[src/design/erpc_pkg.sv]
// Shared types, constants and hash helper for the evidence record checker.
package erpc_pkg;

  localparam int unsigned LEN_W = 21;

  localparam logic [63:0]      FNV_BASIS       = 64'hCBF2_9CE4_8422_2325;
  localparam logic [63:0]      FNV_PRIME       = 64'h0000_0100_0000_01B3;
  localparam logic [LEN_W-1:0] MAX_LEN_DEFAULT = 21'h10_0000;

  // Configuration register indexes
  localparam logic [1:0] REG_KEY_HASH      = 2'd0;
  localparam logic [1:0] REG_EXPECTED_TID  = 2'd1;
  localparam logic [1:0] REG_MAX_FIELD_LEN = 2'd2;

  typedef enum logic [1:0] {
    ST_ACCEPTED   = 2'd0,
    ST_MALFORMED  = 2'd1,
    ST_TRANSCRIPT = 2'd2,
    ST_SIGNATURE  = 2'd3
  } status_e;

  // What the back end does with one byte
  typedef enum logic [1:0] {
    OP_NONE       = 2'd0,
    OP_FOLD       = 2'd1,
    OP_TRANSCRIPT = 2'd2,
    OP_SIGNATURE  = 2'd3
  } op_e;

  typedef struct packed {
    logic [7:0] data;
    op_e        op;
    logic [2:0] lane;
    logic       last;
    logic       malformed;
    logic       tid_valid;
    logic       sig_valid;
  } entry_t;

  // One FNV-1a step; the prime is 2^40 + 0x1B3, so the product is shifts and adds
  function automatic logic [63:0] fnv_fold(input logic [63:0] h, input logic [7:0] b);
    logic [63:0] x;
    x = h ^ {56'd0, b};
    return (x << 40) + (x << 8) + (x << 7) + (x << 5) + (x << 4) + (x << 1) + x;
  endfunction

endpackage

[src/design/evidence_record_parse_check.sv]
// Top level of the evidence record parser and signature checker.
//
// Takes an evidence payload one byte per request (push/full) and gives one
// result per payload (empty/pop) when the byte flagged last_byte_i arrives.
// A payload holds three length-prefixed fields (32-bit little-endian length
// and that many bytes), a 64-bit little-endian transcript id, one more
// length-prefixed field and a 64-bit little-endian signature. All bytes
// before the signature are folded into a 64-bit FNV-1a hash seeded with the
// key_hash register. The status reports malformed (length over
// max_field_length, early end, or bytes after the signature), then a
// transcript mismatch against expected_transcript, then a signature
// mismatch, else acceptance; bytes after an error are dropped until the last
// byte. The block sustains one byte per clock while the queue has room: the
// parser classifies a byte in the cycle it is taken, and the hash engine
// folds one byte per clock with a shift-and-add constant multiply, which is
// the loop that sets the rate. The queue of QueueDepth entries between them
// lets the parser keep taking bytes while a finished result waits to be
// popped; a result goes through the queue and the result register to the
// ports. Write configuration only while no payload result is outstanding;
// a key_hash write takes effect from the next payload.
module evidence_record_parse_check import erpc_pkg::*; #(
  parameter int unsigned QueueDepth = 4
) (
  input  logic             clk_i,
  input  logic             rst_ni,
  input  logic             push,
  output logic             full,
  input  logic [7:0]       data_byte_i,
  input  logic             last_byte_i,
  output logic             empty,
  input  logic             pop,
  output logic [1:0]       status_o,
  output logic [63:0]      transcript_out_o,
  output logic [63:0]      signature_seen_o,
  output logic [63:0]      signature_computed_o,
  input  logic             cfg_we_i,
  input  logic [1:0]       cfg_addr_i,
  input  logic [63:0]      cfg_wdata_i
);

  logic [63:0]      key_hash_q;
  logic [63:0]      expected_tid_q;
  logic [LEN_W-1:0] max_len_q;

  entry_t  front_ent, queue_ent;
  logic    front_push, queue_full, queue_empty, back_pop;
  status_e status;

  // Hold configuration; an index past the register list is dropped.
  always_ff @(posedge clk_i or negedge rst_ni) begin
    if (!rst_ni) begin
      key_hash_q     <= FNV_BASIS;
      expected_tid_q <= '0;
      max_len_q      <= MAX_LEN_DEFAULT;
    end else if (cfg_we_i) begin
      case (cfg_addr_i)
        REG_KEY_HASH:      key_hash_q     <= cfg_wdata_i;
        REG_EXPECTED_TID:  expected_tid_q <= cfg_wdata_i;
        REG_MAX_FIELD_LEN: max_len_q      <= cfg_wdata_i[LEN_W-1:0];
        default: ;
      endcase
    end
  end

  // Parse and tag each byte as it is taken.
  erpc_front u_front (
    .clk_i       (clk_i),
    .rst_ni      (rst_ni),
    .push_i      (push),
    .data_byte_i (data_byte_i),
    .last_byte_i (last_byte_i),
    .max_len_i   (max_len_q),
    .ent_full_i  (queue_full),
    .ent_push_o  (front_push),
    .ent_o       (front_ent),
    .full_o      (full)
  );

  // Decouple the parser from the hash engine.
  erpc_fifo #(
    .Depth (QueueDepth)
  ) u_queue (
    .clk_i   (clk_i),
    .rst_ni  (rst_ni),
    .push_i  (front_push),
    .data_i  (front_ent),
    .full_o  (queue_full),
    .pop_i   (back_pop),
    .data_o  (queue_ent),
    .empty_o (queue_empty)
  );

  // Fold bytes and register the result until it is popped.
  erpc_back u_back (
    .clk_i          (clk_i),
    .rst_ni         (rst_ni),
    .ent_i          (queue_ent),
    .ent_valid_i    (!queue_empty),
    .ent_pop_o      (back_pop),
    .key_hash_i     (key_hash_q),
    .expected_tid_i (expected_tid_q),
    .pop_i          (pop),
    .empty_o        (empty),
    .status_o       (status),
    .transcript_o   (transcript_out_o),
    .sig_seen_o     (signature_seen_o),
    .sig_comp_o     (signature_computed_o)
  );

  assign status_o = status;

endmodule

[src/design/erpc_fifo.sv]
// Short queue of classified bytes between the parser and the hash engine.
module erpc_fifo import erpc_pkg::*; #(
  parameter int unsigned Depth = 4
) (
  input  logic   clk_i,
  input  logic   rst_ni,
  input  logic   push_i,
  input  entry_t data_i,
  output logic   full_o,
  input  logic   pop_i,
  output entry_t data_o,
  output logic   empty_o
);

  localparam int unsigned PtrW = $clog2(Depth);
  localparam int unsigned CntW = $clog2(Depth + 1);

  entry_t            mem_q [Depth];
  logic [PtrW-1:0]   wr_ptr_q, rd_ptr_q;
  logic [CntW-1:0]   cnt_q;
  logic              do_push, do_pop;

  assign full_o  = (cnt_q == CntW'(Depth));
  assign empty_o = (cnt_q == '0);
  assign do_push = push_i && !full_o;
  assign do_pop  = pop_i && !empty_o;
  assign data_o  = mem_q[rd_ptr_q];

  function automatic logic [PtrW-1:0] ptr_inc(input logic [PtrW-1:0] p);
    return (p == PtrW'(Depth - 1)) ? '0 : p + PtrW'(1);
  endfunction

  always_ff @(posedge clk_i) begin
    if (do_push) begin
      mem_q[wr_ptr_q] <= data_i;
    end
  end

  always_ff @(posedge clk_i or negedge rst_ni) begin
    if (!rst_ni) begin
      wr_ptr_q <= '0;
      rd_ptr_q <= '0;
      cnt_q    <= '0;
    end else begin
      if (do_push) wr_ptr_q <= ptr_inc(wr_ptr_q);
      if (do_pop)  rd_ptr_q <= ptr_inc(rd_ptr_q);
      if (do_push && !do_pop) begin
        cnt_q <= cnt_q + CntW'(1);
      end else if (do_pop && !do_push) begin
        cnt_q <= cnt_q - CntW'(1);
      end
    end
  end

  a_cnt_bound: assert property (@(posedge clk_i) disable iff (!rst_ni)
    cnt_q <= CntW'(Depth))
    else $error("queue count above depth");

  a_ptr_gap: assert property (@(posedge clk_i) disable iff (!rst_ni)
    (cnt_q == '0) |-> (wr_ptr_q == rd_ptr_q))
    else $error("empty queue with pointers apart");

endmodule

[src/design/erpc_front.sv]
// Record parser: tracks field layout and tags each byte for the hash engine.
module erpc_front import erpc_pkg::*; (
  input  logic             clk_i,
  input  logic             rst_ni,
  input  logic             push_i,
  input  logic [7:0]       data_byte_i,
  input  logic             last_byte_i,
  input  logic [LEN_W-1:0] max_len_i,
  input  logic             ent_full_i,
  output logic             ent_push_o,
  output entry_t           ent_o,
  output logic             full_o
);

  typedef enum logic [2:0] {
    FLD_STR0       = 3'd0,
    FLD_STR1       = 3'd1,
    FLD_STR2       = 3'd2,
    FLD_TRANSCRIPT = 3'd3,
    FLD_NONCE      = 3'd4,
    FLD_SIGNATURE  = 3'd5,
    FLD_DONE       = 3'd6
  } field_e;

  field_e           field_q, field_d;
  logic             hdr_q, hdr_d;
  logic [LEN_W-1:0] pos_q, pos_d, pos_inc;
  logic [31:0]      len_q, len_d, len_new;
  logic             err_q, err_d;
  logic             next_field;
  logic             accept;
  op_e              op;
  logic [2:0]       lane;

  assign accept     = push_i && !ent_full_i;
  assign full_o     = ent_full_i;
  assign ent_push_o = accept;
  assign pos_inc    = pos_q + LEN_W'(1);

  always_comb begin
    len_new = len_q;
    len_new[{pos_q[1:0], 3'b000} +: 8] = data_byte_i;
  end

  always_comb begin
    field_d    = field_q;
    hdr_d      = hdr_q;
    pos_d      = pos_q;
    len_d      = len_q;
    err_d      = err_q;
    next_field = 1'b0;
    op         = OP_NONE;
    lane       = pos_q[2:0];
    if (!err_q) begin
      case (field_q)
        FLD_STR0, FLD_STR1, FLD_STR2, FLD_NONCE: begin
          op = OP_FOLD;
          if (hdr_q) begin
            len_d = len_new;
            pos_d = pos_inc;
            if (pos_q[1:0] == 2'd3) begin
              if (len_new > {{(32 - LEN_W){1'b0}}, max_len_i}) begin
                err_d = 1'b1;
              end else if (len_new == '0) begin
                next_field = 1'b1;
              end else begin
                hdr_d = 1'b0;
                pos_d = '0;
              end
            end
          end else begin
            pos_d = pos_inc;
            if ({{(32 - LEN_W){1'b0}}, pos_inc} >= len_q) next_field = 1'b1;
          end
        end
        FLD_TRANSCRIPT: begin
          op    = OP_TRANSCRIPT;
          pos_d = pos_inc;
          if (pos_q[2:0] == 3'd7) next_field = 1'b1;
        end
        FLD_SIGNATURE: begin
          op    = OP_SIGNATURE;
          pos_d = pos_inc;
          if (pos_q[2:0] == 3'd7) next_field = 1'b1;
        end
        default: begin
          err_d = 1'b1;
        end
      endcase
    end
    if (next_field) begin
      field_d = field_e'(field_q + 3'd1);
      hdr_d   = 1'b1;
      pos_d   = '0;
    end
  end

  always_comb begin
    ent_o.data      = data_byte_i;
    ent_o.op        = op;
    ent_o.lane      = lane;
    ent_o.last      = last_byte_i;
    ent_o.malformed = err_d || (field_d != FLD_DONE);
    ent_o.tid_valid = (field_d >= FLD_NONCE);
    ent_o.sig_valid = (field_d == FLD_DONE);
  end

  always_ff @(posedge clk_i or negedge rst_ni) begin
    if (!rst_ni) begin
      field_q <= FLD_STR0;
      hdr_q   <= 1'b1;
      pos_q   <= '0;
      len_q   <= '0;
      err_q   <= 1'b0;
    end else if (accept) begin
      if (last_byte_i) begin
        field_q <= FLD_STR0;
        hdr_q   <= 1'b1;
        pos_q   <= '0;
        len_q   <= '0;
        err_q   <= 1'b0;
      end else begin
        field_q <= field_d;
        hdr_q   <= hdr_d;
        pos_q   <= pos_d;
        len_q   <= len_d;
        err_q   <= err_d;
      end
    end
  end

  // Length headers only; the fixed-size words count past four with hdr_q set
  a_hdr_pos: assert property (@(posedge clk_i) disable iff (!rst_ni)
    (hdr_q && !err_q && (field_q != FLD_TRANSCRIPT) && (field_q != FLD_SIGNATURE))
      |-> (pos_q < LEN_W'(4)))
    else $error("header position past length word");

endmodule

[src/design/erpc_back.sv]
// Hash engine: folds bytes, collects transcript and signature, forms the result.
module erpc_back import erpc_pkg::*; (
  input  logic        clk_i,
  input  logic        rst_ni,
  input  entry_t      ent_i,
  input  logic        ent_valid_i,
  output logic        ent_pop_o,
  input  logic [63:0] key_hash_i,
  input  logic [63:0] expected_tid_i,
  input  logic        pop_i,
  output logic        empty_o,
  output status_e     status_o,
  output logic [63:0] transcript_o,
  output logic [63:0] sig_seen_o,
  output logic [63:0] sig_comp_o
);

  logic [63:0] hash_q, hash_n, base;
  logic [63:0] tid_q, tid_n;
  logic [63:0] sig_q, sig_n;
  logic        fresh_q;
  logic        consume;
  logic        res_valid_q;
  status_e     res_status_q, status_n;
  logic [63:0] res_tid_q, res_sig_q, res_comp_q;

  assign consume   = ent_valid_i && (!ent_i.last || !res_valid_q || pop_i);
  assign ent_pop_o = consume;

  // The first byte of a payload starts from the key, so a key write between
  // payloads takes effect without touching the running hash.
  assign base = fresh_q ? key_hash_i : hash_q;

  always_comb begin
    hash_n = base;
    if (ent_i.op == OP_FOLD || ent_i.op == OP_TRANSCRIPT) begin
      hash_n = fnv_fold(base, ent_i.data);
    end
    tid_n = tid_q;
    if (ent_i.op == OP_TRANSCRIPT) tid_n[{ent_i.lane, 3'b000} +: 8] = ent_i.data;
    sig_n = sig_q;
    if (ent_i.op == OP_SIGNATURE) sig_n[{ent_i.lane, 3'b000} +: 8] = ent_i.data;
  end

  // A well formed record ends on a signature byte, which does not fold, so
  // the signature compares against the hash before this byte.
  always_comb begin
    if (ent_i.malformed) begin
      status_n = ST_MALFORMED;
    end else if (tid_n != expected_tid_i) begin
      status_n = ST_TRANSCRIPT;
    end else if (sig_n != base) begin
      status_n = ST_SIGNATURE;
    end else begin
      status_n = ST_ACCEPTED;
    end
  end

  always_ff @(posedge clk_i) begin
    if (consume) begin
      hash_q <= hash_n;
      tid_q  <= tid_n;
      sig_q  <= sig_n;
    end
    if (consume && ent_i.last) begin
      res_status_q <= status_n;
      res_tid_q    <= ent_i.tid_valid ? tid_n : '0;
      res_sig_q    <= ent_i.sig_valid ? sig_n : '0;
      res_comp_q   <= hash_n;
    end
  end

  always_ff @(posedge clk_i or negedge rst_ni) begin
    if (!rst_ni) begin
      fresh_q     <= 1'b1;
      res_valid_q <= 1'b0;
    end else begin
      if (consume) fresh_q <= ent_i.last;
      if (consume && ent_i.last) begin
        res_valid_q <= 1'b1;
      end else if (pop_i) begin
        res_valid_q <= 1'b0;
      end
    end
  end

  assign empty_o      = !res_valid_q;
  assign status_o     = res_status_q;
  assign transcript_o = res_tid_q;
  assign sig_seen_o   = res_sig_q;
  assign sig_comp_o   = res_comp_q;

  a_fresh_after_last: assert property (@(posedge clk_i) disable iff (!rst_ni)
    (consume && ent_i.last) |=> fresh_q)
    else $error("hash not restarted after payload end");

  a_malformed_status: assert property (@(posedge clk_i) disable iff (!rst_ni)
    (consume && ent_i.last && ent_i.malformed) |=> (res_status_q == ST_MALFORMED))
    else $error("malformed record not reported");

endmodule
[config.mk]
export PLATFORM = sky130hd
export DESIGN_NAME = evidence_record_parse_check
export DESIGN_NICKNAME = d
export VERILOG_FILES = /design/src/design/erpc_pkg.sv /design/src/design/evidence_record_parse_check.sv /design/src/design/erpc_fifo.sv /design/src/design/erpc_front.sv /design/src/design/erpc_back.sv
export SDC_FILE = /design/constraint.sdc
export NUM_CORES = 2
export LEC_CHECK = 0
export BUFFER_PORTS_ARGS = -buffer_cell sky130_fd_sc_hd__buf_2
export CORE_MARGIN = 1.5
export CORE_UTILIZATION = 35
export DETAILED_ROUTE_END_ITERATION = 16
export PLACE_DENSITY = 0.57
export SLEW_MARGIN = 0
export SYNTH_ARGS = -nofsm -noshare
export SYNTH_HDL_FRONTEND = slang
export SYNTH_SLANG_ARGS = --single-unit
[constraint.sdc]
create_clock -name clk_i -period 35.5 [get_ports clk_i]
set_input_delay 1.775 -clock clk_i [delete_from_list [all_inputs] [get_ports clk_i]]
set_output_delay 1.775 -clock clk_i [all_outputs]
set_load 0.01 [all_outputs]
# --- Yosys cells after proc, flatten, opt, wreduce, memory -nomap -nowiden ---
# Memories as Yosys holds them, arrays and structs flattened.
# Index checks and enable logic that the tools add are counted.
word_totals:
  regBits: 602
  output_inout_bits: 196
  ramBits: 68
  mem_count: 1
  inputBits: 80
  elab_cells: 153
classes:
  muxes: 54
  reduce_logical: 35
  order_cmp: 3
  n_bitwise: 1
  n_eq_ne: 21
  n_addsub: 14
  shifts: 4
memory_table:
  columns: ["memory", "depth", "width", "rd", "rd_ports_with_merged_regs", "wr", "line", "rtl"]
  rows:
  - ["u_queue.mem_q", 4, 17, 1, 0, 1, "erpc_fifo.sv:18", "entry_t mem_q [Depth];"]
ops:
  columns: ["operator", "n"]
  rows:
  - ["$add 64x64->64", 6]
  - ["$mux 64", 4]
  - ["$mux 21", 7]
  - ["$bwmux 64", 2]
  - ["$mux 32", 4]
  - ["$ne 64x64->1", 2]
  - ["$shift 8x8->64 const A", 1]
  - ["$shiftx 8x8->64", 1]
  - ["$xor 64x8->64", 1]
  - ["$pmux 21 s2", 1]
  - ["$bwmux 32", 1]
  - ["$ge 21x32->1", 1]
  - ["$gt 32x21->1", 1]
  - ["$logic_not 32->1", 1]
  - ["$shift 8x7->32 const A", 1]
  - ["$shiftx 8x7->32", 1]
  - ["$mux 1", 23]
  - ["$add 21x1->21 const B", 1]
  - ["$eq 3x3->1 const B", 5]
  - ["$eq 2x2->1 const B", 6]
  - ["$mux 3", 4]
  - ["$mux 2", 5]
  - ["$neg 6->8", 1]
  - ["$reduce_bool 2->1", 4]
  - ["24 further kinds", 48]

# --- Longest topological paths before layout ---
logic_depth:
  word_depth: 13
  depth_mapped: 24
  mapped_depth_nobuf: 20

# --- Hierarchy ---
# From an unflattened synthesis, not the netlist that was laid out.
unflattened:
  hier_cells: 3505
  hier_area_um2: 41900.2
by_module_without_submodules:
  columns: ["mod", "area_each_um2", "n_inst", "seq_area_each_um2", "cells_each"]
  rows:
  - ["erpc_back", 28013.1, 1, 11642.4, 2465]
  - ["evidence_record_parse_check", 5990.7, 1, 3764.9, 318]
  - ["erpc_front", 4996.0, 1, 1452.6, 596]
  - ["erpc_fifo", 2900.3, 1, 2217.1, 126]

# --- Worst setup path before layout ---
# No wires, ideal clock.
synth_path:
  kind: "input to register"
  startpoint: "input pop"
  endpoint: "register u_back.res_comp_q[0], in the netlist u_back.sig_comp_o[0] (enable)"
  required_ns: 34.973
  stages: 4
  setup_time_ns: 0.527
  n_path_buf: 0
  t_arrival_ns: 17.139
  path_slack_ns: 17.834
  cell_sequence: "inv_1 a31oi_1 nand2_1 inv_1"
synth_between:
  elab_chain_len: 3
synth_lines:
  columns: ["item", "line", "rtl"]
  rows:
  - ["start, declared", "evidence_record_parse_check.sv:31", "input logic pop,"]
  - ["$logic_or 1x1->1", "erpc_back.sv:27", "assign consume = ent_valid_i && (!ent_i.last || !res_valid_q || pop_i);"]
  - ["$logic_and 1x1->1", "erpc_back.sv:27", null]
  - ["net back_pop", "evidence_record_parse_check.sv:46", "logic front_push, queue_full, queue_empty, back_pop;"]
  - ["$logic_and 1x1->1", "erpc_back.sv:65", "if (consume && ent_i.last) begin"]
  - ["end signal, assigned", "erpc_back.sv:69", "res_comp_q <= hash_n;"]
  - ["end, declared", "erpc_back.sv:25", "logic [63:0] res_tid_q, res_sig_q, res_comp_q;"]
# The timed path passes the listed nets, and every way through them passes these cells.
# A chain may end at the register's enable or synchronous reset.

# --- Final worst setup path ---
layout_path:
  startpoint: "register u_back.fresh_q"
  endpoint: "register u_back.res_comp_q[60], in the netlist u_back.sig_comp_o[60] (data pin)"
layout_between:
  elab_chain_len: 9
layout_lines:
  columns: ["item", "line", "rtl"]
  rows:
  - ["start, declared", "erpc_back.sv:21", "logic fresh_q;"]
  - ["start signal, assigned", "erpc_back.sv:78", "if (consume) fresh_q <= ent_i.last;"]
  - ["$mux 64 *", "erpc_back.sv:32", "assign base = fresh_q ? key_hash_i : hash_q;"]
  - ["$xor 64x8->64", "erpc_pkg.sv:43", "x = h ^ {56'd0, b};"]
  - ["$add 64x64->64 (6 in a row)", "erpc_pkg.sv:44", "return (x << 40) + (x << 8) + (x << 7) + (x << 5) + (x << 4) + (x << 1) + x;"]
  - ["$mux 64 *", "erpc_back.sv:36", "if (ent_i.op == OP_FOLD || ent_i.op == OP_TRANSCRIPT) begin"]
  - ["net u_back.hash_n[60]", "erpc_back.sv:18", "logic [63:0] hash_q, hash_n, base;"]
# The timed path passes the listed nets; every way through them passes the cells marked *.

==> metrics.txt <==
area occupied by multi-input gates 19900 µm²; Final Wtd Congestion 0.922; final hold viol count 0; synthesized cell area 41200 µm²; number of port buffers 275; async set-reset flop share out of synthesis 0.322; drt via density 5.29; Setup Fix Bufs, Post-CTS 0; Startpoint Class flip-flop; CTS Hold Bufs 0; Final Util 0.403; DIE WIDTH 346 µm; DRC 0; Area after DPL 44300 µm²; row cnt 125; FF+latch area 19100 µm²; Overflow after GRT 0; number of global-route vias before repair 28475; Pre-antenna DRT Iters 6; Die Span Y 346 µm; Buf/Inv on CP 3; crit-path cells buf_4 -> mux2i_1 -> xnor2_1 -> fa_1 -> fa_1 -> inv_1 -> fa_1 -> inv_1 -> ha_1 -> ha_1 -> o21ai_0 -> nor2_1 -> o311ai_0 -> nand3_1 -> a21oi_1 -> o21ai_0 -> a31oi_1 -> o211ai_1 -> o21a_1 -> a211o_1; worst-case clock skew 0.0660 ns; Final period util 0.249; synthesized netlist cell count 3525; Setup TNS 0 ns; die area 120000 µm²; critical path class flip-flop to flip-flop; CTS buffer count 77; ANT cells 0; CTS resizes 0; CP startpoint u_back.fresh_q$_DFFE_PN1P_; share of the synthesized area in the top cell type 0.331; fin area 46900 µm²; fillers 11194; initial DRC count 2747; vias 28453; initial antenna violation count 13; r2r startpoint u_back.fresh_q$_DFFE_PN1P_; Max transition margin 0.220; TritonCTS clock tree done; status finished, final reports clean; synth unique cells 83; Clock Latency Late Sink 0.69 ns; setup ws final 26.65 ns; Initial Util 0.354; Final setup viols 0; slowest cell on the critical path xnor2_1; root buf cell clkbuf_16; global-route wire length before repair 199000 µm; Setup WS pre-CTS 26.77 ns; leading area contributor after synthesis edfxtp_1; CP Max Fanout 43; placed wire-length estimate 105000 µm; Max Slew Vio Count 0; Post-synth EDFFs 454; hold_sp u_front.len_q[19]$_DFFE_PN0P_; cells taking the most area after synthesis edfxtp_1 (33%), fa_1 (12%), dfrtp_1 (11%); Mean Syn Cell Area 11.7 µm²; crit path capture type flip-flop; H-tree depth 3; RSZ-0062 raised after global routing false; clock slew at reported path FFs 0.06 ns; CP max stage delay 0.96 ns; Post-synth top flop edfxtp_1; crit path DAT 9.23 ns; DRT antenna net count 0; post-synthesis net count 4027; Layout area overhead 13.9%; clock sinks 670; pin count of the biggest net entering global routing 126; Critical Path RT 35.88 ns; Crit path max-delay family compound AO/OA/AOI/OAI gates; Global Route Usage Sum 0.228; maximum clock rate 0.113 GHz; Max Cap Viol 0; YS warnings 0; share of post-route cells with drive strength above 1 0.184; Placeable Area 116000 µm²; final WL 138000 µm; sequential element share of the synthesized area 0.463; Crit path top cell by count fa_1; deepest clock path buffer count 3; DR WL/cell 25.6 µm; FF+latch count, synth 670; worst-margin pin slew 1.14 ns; I/O pin cnt 276; min cycle time layout 8.85 ns; final-stage net count 4294; Worst Hold Class flip-flop to flip-flop
==> Yosys cell counts (48+ instances only) <==
master and instances:
clkbuf_1 99, a21o_1 55, mux2i_1 126, a21oi_1 175
nor2_1 230, xnor2_1 123, nor2b_1 65, nand2_1 211
mux2_2 192, fa_1 252, ha_1 170, nand3_1 48
xor2_1 80, edfxtp_1 454, inv_1 445, dfrtp_1 185
o21ai_0 132
==> cell usage in the layout, fill, tap and decap left out, types with 11 or more instances in the layout <==
cell type | netlist | final
edfxtp_1 | 454 | 454
mux2_2 | 192 | 192
nor4_1 | 28 | 28
o21bai_1 | 14 | 14
buf_2 | 22 | 274
nor2_1 | 230 | 230
nand2b_1 | 26 | 26
inv_1 | 445 | 443
fa_1 | 252 | 252
a31oi_1 | 32 | 31
dfrtp_1 | 185 | 185
a21oi_1 | 175 | 175
nand4_1 | 34 | 34
o22ai_1 | 11 | 11
xnor2_1 | 123 | 123
ha_1 | 170 | 169
mux4_2 | 14 | 14
mux2i_1 | 126 | 125
clkinv_2 | 0 | 15
xor2_1 | 80 | 80
and2_1 | 14 | 14
clkinv_1 | 0 | 12
and3_1 | 24 | 24
o21ai_0 | 132 | 132
clkbuf_16 | 0 | 78
o31ai_1 | 20 | 20
nor3_1 | 25 | 25
buf_4 | 1 | 50
nand3_1 | 48 | 48
o21a_1 | 13 | 13
dfstp_2 | 31 | 30
nor2b_1 | 65 | 65
a21o_1 | 55 | 55
nand2_1 | 211 | 211
==> cell families (layout without fill, tap and decap cells) <==
family / after synthesis / in the layout / synth area share
flip-flops: 670 / 670 / 0.463
adder cells (fa/ha/maj): 422 / 422 / 0.174
buffers and inverters: 583 / 913 / 0.0548
AO/OA/AOI/OAI: 562 / 562 / 0.0857
AND/OR/NAND/NOR: 751 / 751 / 0.0872
multiplexers: 334 / 334 / 0.0915
XOR/XNOR: 203 / 203 / 0.0432
==> tightest hold or removal path: cells and delay by family (launching register included) <==
| family | cells | cell delay [ns] |
|---|---|---|
| AO/OA/AOI/OAI | 1 | 0.06 |
| flip-flops | 1 | 0.34 |
| AND/OR/NAND/NOR | 1 | 0.05 |
==> registers in the layout, summed over array words and instances (netlist names) <==
signal,cells
max_len_q,21
u_back.sig_q,64
u_back.hash_q,64
u_back.sig_seen_o,64
u_back.fresh_q,1
u_queue.mem_q,68
u_queue.cnt_q,3
u_queue.rd_ptr_q,2
u_front.field_q,3
expected_tid_q,64
u_queue.wr_ptr_q,2
u_back.tid_q,64
key_hash_q,64
u_back.res_valid_q,1
u_front.pos_q,21
u_front.err_q,1
u_back.status_o,2
u_back.sig_comp_o,64
u_front.hdr_q,1
u_front.len_q,32
u_back.transcript_o,64
==> metrics by stage <==
stage               std cells  hold WS (ns)
global placement         5237         0.459
floorplan                3525         0.449
global route             5379         0.500
CTS                      5379         0.479
detailed placement       5237         0.466
finish                   5379         0.478
==> path summary, 6_finish.rpt <==
check	slack, ns	endpoint	cells after the start
max in group asynchronous	32.91	expected_tid_q[23]$_DFFE_PN0P_	2
worst max register to register	26.65	u_back.sig_comp_o[60]$_DFFE_PP_	20
min in group asynchronous	1.13	u_front.pos_q[11]$_DFFE_PN0P_	1
worst min register to register	0.48	u_front.len_q[19]$_DFFE_PN0P_	2
worst min-delay path	0.48	u_front.len_q[19]$_DFFE_PN0P_	2
worst max-delay path	26.65	u_back.sig_comp_o[60]$_DFFE_PP_	20
==> final cells by class <==
type	count	share of cell area
flip-flops and latches	670	0.407
multi-input cells	2272	0.424
clock buffers	93	0.0439
repair buffers	326	0.0380
well taps	1524	0.0407
clock inverters	49	0.0106
inverters	445	0.0358
==> routing by layer <==
layer  GRT usage  vias up  part of all wire
met5           0        -           0.00063
met4      0.0780       12             0.035
met3      0.0436      213             0.075
met2       0.348     1094              0.44
met1       0.324    14368              0.45
li1            -    12766                 -
Power is left out: the tool's default activity adds up to more than one toggle a clock period on the data nets, which glitch-free logic cannot reach.
